[config.mk]
export PLATFORM = sky130hd
export DESIGN_NAME = cbdi_outq
export DESIGN_NICKNAME = d
export VERILOG_FILES = /design/src/sv/cbdi_pkg.sv /design/src/sv/cbdi_outq.sv
export SDC_FILE = /design/constraint.sdc
export NUM_CORES = 1
export LEC_CHECK = 0
export ABC_CLOCK_PERIOD_IN_PS = 3100
export BUFFER_PORTS_ARGS = -buffer_cell sky130_fd_sc_hd__buf_4
export CAP_MARGIN = 0
export CORE_MARGIN = 4
export CORE_UTILIZATION = 60
export CTS_CLUSTER_DIAMETER = 120
export DETAILED_ROUTE_END_ITERATION = 12
export PLACE_DENSITY = 0.81
export REMOVE_ABC_BUFFERS = 1
export SLEW_MARGIN = 15
export SYNTH_ARGS = -nofsm -noshare
export SYNTH_HDL_FRONTEND = slang
export SYNTH_SLANG_ARGS = --single-unit
[constraint.sdc]
create_clock -name clk -period 3.1 [get_ports clk]
set_input_delay 0.93 -clock clk [delete_from_list [all_inputs] [get_ports clk]]
set_output_delay 0.93 -clock clk [all_outputs]
set_load 0.05 [all_outputs]
[src/sv/cbdi_pkg.sv]
`default_nettype none
// ----------------------------------------------------------------------------
// cbdi_pkg - shared types and defaults of the convolutional byte deinterleaver
// Holds the default geometry, the output queue depth and the beat type that
// carries one byte between the pipeline stages.
// ----------------------------------------------------------------------------
package cbdi_pkg;

	localparam int BYTE_W          = 8;
	localparam int BRANCHES_DEF    = 52;
	localparam int DELAY_STEP_DEF  = 4;
	localparam int ALIGN_DEPTH_DEF = 156;
	localparam int OUTQ_DEPTH_DEF  = 8;

	// one byte moving down the pipeline, with its valid flag
	typedef struct packed {
		logic              vld;
		logic [BYTE_W-1:0] dat;
	} cbdi_beat_t;

endpackage
`default_nettype wire

[src/sv/cbdi_outq.sv]
`default_nettype none
// ----------------------------------------------------------------------------
// cbdi_outq - output queue with credit-based intake
// Counts every byte from its intake to its delivery and stalls intake when
// the queue could not hold all bytes in flight.
// ----------------------------------------------------------------------------
module cbdi_outq #(
	parameter int DEPTH = cbdi_pkg::OUTQ_DEPTH_DEF
) (
	input  wire logic                        clk,
	input  wire logic                        arst_n,
	input  wire logic                        acc,
	output logic                             in_stall,
	input  wire cbdi_pkg::cbdi_beat_t        push,
	output logic                             out_valid,
	input  wire logic                        out_stall,
	output logic [cbdi_pkg::BYTE_W-1:0]      out_data
);
	import cbdi_pkg::*;

	localparam int PW = (DEPTH > 1) ? $clog2(DEPTH) : 1;
	localparam int OW = $clog2(DEPTH + 1);

	logic [BYTE_W-1:0] q_mem [DEPTH];
	logic [PW-1:0]     wp_q;
	logic [PW-1:0]     rp_q;
	logic [OW-1:0]     cnt_q;
	logic [OW-1:0]     occ_q;
	logic              pop;

	assign out_valid = (cnt_q != '0);
	assign out_data  = q_mem[rp_q];
	assign pop       = out_valid && !out_stall;
	assign in_stall  = (occ_q == OW'(DEPTH));

	always_ff @(posedge clk or negedge arst_n) begin
		if (!arst_n) begin
			wp_q  <= '0;
			rp_q  <= '0;
			cnt_q <= '0;
			occ_q <= '0;
		end else begin
			if (push.vld) begin
				wp_q <= (wp_q == PW'(DEPTH - 1)) ? '0 : PW'(wp_q + PW'(1));
			end
			if (pop) begin
				rp_q <= (rp_q == PW'(DEPTH - 1)) ? '0 : PW'(rp_q + PW'(1));
			end
			cnt_q <= OW'(cnt_q + OW'(push.vld) - OW'(pop));
			occ_q <= OW'(occ_q + OW'(acc) - OW'(pop));
		end
	end

	always_ff @(posedge clk) begin
		if (push.vld) begin
			q_mem[wp_q] <= push.dat;
		end
	end

`ifndef SYNTH
	a_cnt_le_occ: assert property (@(posedge clk) disable iff (!arst_n)
		cnt_q <= occ_q)
		else $error("queue holds more bytes than are in flight");
	a_no_overflow: assert property (@(posedge clk) disable iff (!arst_n)
		(push.vld && !pop) |-> (cnt_q != OW'(DEPTH)))
		else $error("push into full output queue");
	a_occ_bound: assert property (@(posedge clk) disable iff (!arst_n)
		occ_q <= OW'(DEPTH))
		else $error("intake credit exceeded");
`endif

endmodule
`default_nettype wire

## After elaboration in Yosys (flattened, before gate mapping)

Memories as Yosys holds them, arrays and structs flattened.
Cells that the tools add are included.

| operators by class | value |
|---|---|
| equal/unequal tests | 3 |
| reduce and logical (&&, ||, !) cells | 3 |
| $add $sub $neg | 6 |
| mux-type cells | 4 |

Operators by type and width:

| operator | number |
|---|---|
| adder 4 x 1 -> 4 bit | 2 |
| subtractor 4 x 1 -> 4 bit | 2 |
| adder 3 x 1 -> 3 bit (second input constant) | 2 |
| == test 3 bit (second input constant) | 2 |
| two-way mux 3 bit | 2 |
| == test 4 bit (second input constant) | 1 |
| nonzero test 4 bit | 1 |
| two-way mux 1 bit | 2 |
| logical AND 1 bit | 1 |
| zero test 1 bit | 1 |

| storage, ports and cells | value |
|---|---|
| bits in registers | 14 |
| logic and storage cells | 21 |
| bits of input ports | 13 |
| memories kept | 1 |
| RAM bits | 64 |

Memories:

| memory | depth | width | read ports | clocked after Yosys merged registers in | wr ports | line | source |
|---|---|---|---|---|---|---|---|
| q_mem | 8 | 8 | 1 | 0 | 1 | cbdi_outq.sv:24 | `logic [BYTE_W-1:0] q_mem [DEPTH];` |

## Longest topological paths before layout

| depth | value |
|---|---|
| word-level depth | 3 |
| depth in mapped cells | 8 |
| gate-level depth less buffers | 8 |

## Least setup slack after synthesis

Ideal clock, no wire load.

| timing | value |
|---|---|
| kind | register to output |
| start | register occ_q[2] |
| end | output port in_stall |
| arrival time | 1684 ps |
| cell stages (with the launch flop) | 4 |
| slack | 486 ps |
| required time | 2170 ps |
| cells stage by stage | dfrtp_1 > inv_1 > ha_1 > nor3b_1 |

| on the way | value |
|---|---|
| word-level cells in the longest chain between the ends | 1 |

RTL lines:

| item | line | source |
|---|---|---|
| start, declared | cbdi_outq.sv:28 | `logic [OW-1:0] occ_q;` |
| start signal, assigned | cbdi_outq.sv:50 | `occ_q <= OW'(occ_q + OW'(acc) - OW'(pop));` |
| == test 4 bit | cbdi_outq.sv:34 | `assign in_stall = (occ_q == OW'(DEPTH));` |
| end, declared | cbdi_outq.sv:13 | `output logic in_stall,` |

Every way passes these cells.

## Final worst setup path

| timing | value |
|---|---|
| start | register rp_q[0] |
| end | output port out_data[2] (netlist bit) |

| on the way | value |
|---|---|
| word-level cells in the longest chain between the ends | 1 |

RTL lines:

| item | line | source |
|---|---|---|
| start, declared | cbdi_outq.sv:26 | `logic [PW-1:0] rp_q;` |
| start signal, assigned | cbdi_outq.sv:47 | `rp_q <= (rp_q == PW'(DEPTH - 1)) ? '0 : PW'(rp_q + PW'(1));` |
| memory (8 x 8 bit) | -- |  |
| end, declared | cbdi_outq.sv:17 | `output logic [cbdi_pkg::BYTE_W-1:0] out_data` |

Every way passes these cells.

==> results_dict.tcl <==
set metrics [dict create \
    num_antenna_cells 0 \
    p_leak_uw 0.00143 \
    grt_max_degree 19 \
    path_cells "buf_4, mux4_1, mux2_4, buf_4" \
    avgSynthCellArea_um2 19.8 \
    start_util 0.631 \
    pin_count 23 \
    vias 1626 \
    path_class "reg2out" \
    crit_path_start_kind "flip-flop" \
    drv_slew 0 \
    viasPerCell 5.79 \
    seq_area_frac_synth 0.687 \
    final_common_cell "edfxtp_1" \
    grt_pass1_wl_um 9200 \
    htreeDepth 3 \
    setup-violations-final 0 \
    cpMostUsedCell "buf_4" \
    grt_usage 0.199 \
    fmax_ghz 0.334 \
    dr.first_iter.drc_count 116 \
    core_region_area_um2 5240 \
    critPathMaxStageDelay_ns 0.57 \
    min_period_over_period 0.967 \
    worst_slack_ns 0.103 \
    yosys_warnings 0 \
    placementRows 26 \
    status "finished, final reports clean" \
    wl_um 5840 \
    antenna_found_initial 0 \
    powerDensity_nw_per_um2 1010 \
    wl_per_cell_um 20.8 \
    grt_setup_unrepaired "no" \
    maxCapViolations 0 \
    numPortBuffers 22 \
    numCtsBuffers 9 \
    crit_path_end_kind "primary output" \
    cp_slowest_cell "mux4_1" \
    fin_skew_ns 0.00656 \
    instances_no_fill 281 \
    fin_crit_ns 3.00 \
    gp_congestion 0.800 \
    critical_path.max_fanout 7 \
    die_x_um 82.2 \
    hold_class "in2async" \
    die_h_um 82.2 \
    holdBufCountCts 0 \
    hpwlAfterDp_um 4130 \
    floorplan.die_area_um2 6760 \
    cp_num_buf_inv 2 \
    layout_common_cells "edfxtp_1 (64), buf_4 (32), ha_1 (12), dfrtp_1 (12)" \
    pre_cts_slack_ns 0.333 \
    postLayoutCoreUtil 0.720 \
    cts_tree "yes" \
    crit_arrival_ns 2.07 \
    fin_nets 233 \
    syn_to_final_growth_pct 14.0 \
    synth.distinct_cells 25 \
    overflow 0 \
    layout-drive-gt1-share 0.341 \
    relSlewSlack 0.538 \
    clock_latency_ns 0.34 \
    clock_path_buffers 2 \
    setup-tns-final_ns 0 \
    ys_seq_elements 78 \
    ant_nets 0 \
    vdd_drop_max_mv 0.574 \
    placedCellCount 265 \
    route.detailed.drc 0 \
    netlist_area_um2 3310 \
    final_hold_viol_count 0 \
    clock_sinks 78 \
    worstMarginPinSlew_ns 0.690 \
    hold_slack_ns 0.425 \
    synthesis.instances 167 \
    cts-root-buf "clkbuf_8" \
    cts.reportedPaths.clkPinSlew_ns 0.08 \
    firstDrtPassIters 4 \
    cp.required_ns 2.17 \
    crit_family "multiplexers" \
    grt_pass1_vias 1765 \
]
-- registers in the layout, indices dropped and copies added (netlist names) --
name	flops
q_mem	64
rp_q	3
cnt_q	4
wp_q	3
occ_q	4
-- cell families after synthesis --
family | count (synthesis) | share of synthesized area
muxes | 31 | 0.178
DFF | 78 | 0.687
xor gates and xnor gates | 5 | 0.0132
and+or+nand+nor | 22 | 0.0322
adders and majority gates | 14 | 0.0575
AOI/OAI and AO/OA | 5 | 0.0102
buffers and inverters | 12 | 0.0212
-- final cells by class --
| cell class | count | area (um^2) |
|---|---|---|
| Tap cell | 70 | 87.6 |
| Inverter | 7 | 26.3 |
| Fill cell | 326 | 1470 |
| Timing Repair Buffer | 33 | 251 |
| Multi-Input combinational cell | 77 | 963 |
| Clock inverter | 7 | 41.3 |
| Clock buffer | 9 | 124 |
| Sequential cell | 78 | 2270 |
-- Yosys cell counts --
cell / n / share of area
a21oi_2: 1 / 0.0026
fa_1: 2 / 0.012
nor2b_1: 2 / 0.0038
mux4_2: 8 / 0.055
nor3_1: 2 / 0.0030
a21oi_1: 2 / 0.0030
mux2_2: 7 / 0.024
nand2b_1: 5 / 0.0095
xnor2_1: 2 / 0.0053
mux2_4: 8 / 0.036
clkbuf_1: 1 / 0.0011
mux4_1: 8 / 0.064
nor3b_1: 1 / 0.0023
buf_2: 1 / 0.0015
ha_1: 12 / 0.045
nand2_1: 3 / 0.0034
buf_6: 1 / 0.0034
edfxtp_1: 64 / 0.58
inv_1: 7 / 0.0079
nor2_1: 9 / 0.010
buf_1: 1 / 0.0011
dfrtp_1: 14 / 0.11
a21o_1: 2 / 0.0045
xor2_1: 3 / 0.0079
buf_12: 1 / 0.0061
-- power breakdown --
group | leakage [uW] | internal, uW | switching [uW]
logic | 0.000609 | 758 | 843
registers | 0.000743 | 1370 | 199
clock network | 0.0000817 | 283 | 350
-- per-stage QoR --
stage,total power [uW],instance area (um^2)
after CTS,3840,3760
final,3800,3770
after detailed placement,3190,3600
after global placement,3070,3600
after floorplan,2710,3260
after global routing,4020,3770
-- layer usage --
layer	track usage	part of all wire	vias to the layer above	routed length, um
met2	0.345	0.56	32	3250
met4	0.0781	0.0098	0	57
met3	0.0553	0.037	8	219
met5	0	0	-	0
met1	0.234	0.40	847	2310
li1	-	-	739	-
-- final timing paths --
check / endpoint / from / slack [ns] / cells past startpoint
worst max-delay path: out_data[2] / rp_q[0]$_DFFE_PN0P_ / 0.10 / 4
worst min-delay path: occ_q[0]$_DFF_PN0_ / arst_n / 0.43 / 1
worst max register to register: cnt_q[3]$_DFF_PN0_ / cnt_q[2]$_DFF_PN0_ / 0.97 / 8
worst min register to register: wp_q[1]$_DFFE_PN0P_ / wp_q[1]$_DFFE_PN0P_ / 0.58 / 1
max in group asynchronous: rp_q[0]$_DFFE_PN0P_ / arst_n / 2.49 / 1
min in group clk: wp_q[1]$_DFFE_PN0P_ / wp_q[1]$_DFFE_PN0P_ / 0.58 / 1
-- repair_timing --
action	CTS	global route
buffers inserted	0	0
gates resized for setup	1	2
setup endpoints to repair	5	4
hold endpoints to repair	0	0
Power figures use the tool's default switching activity.
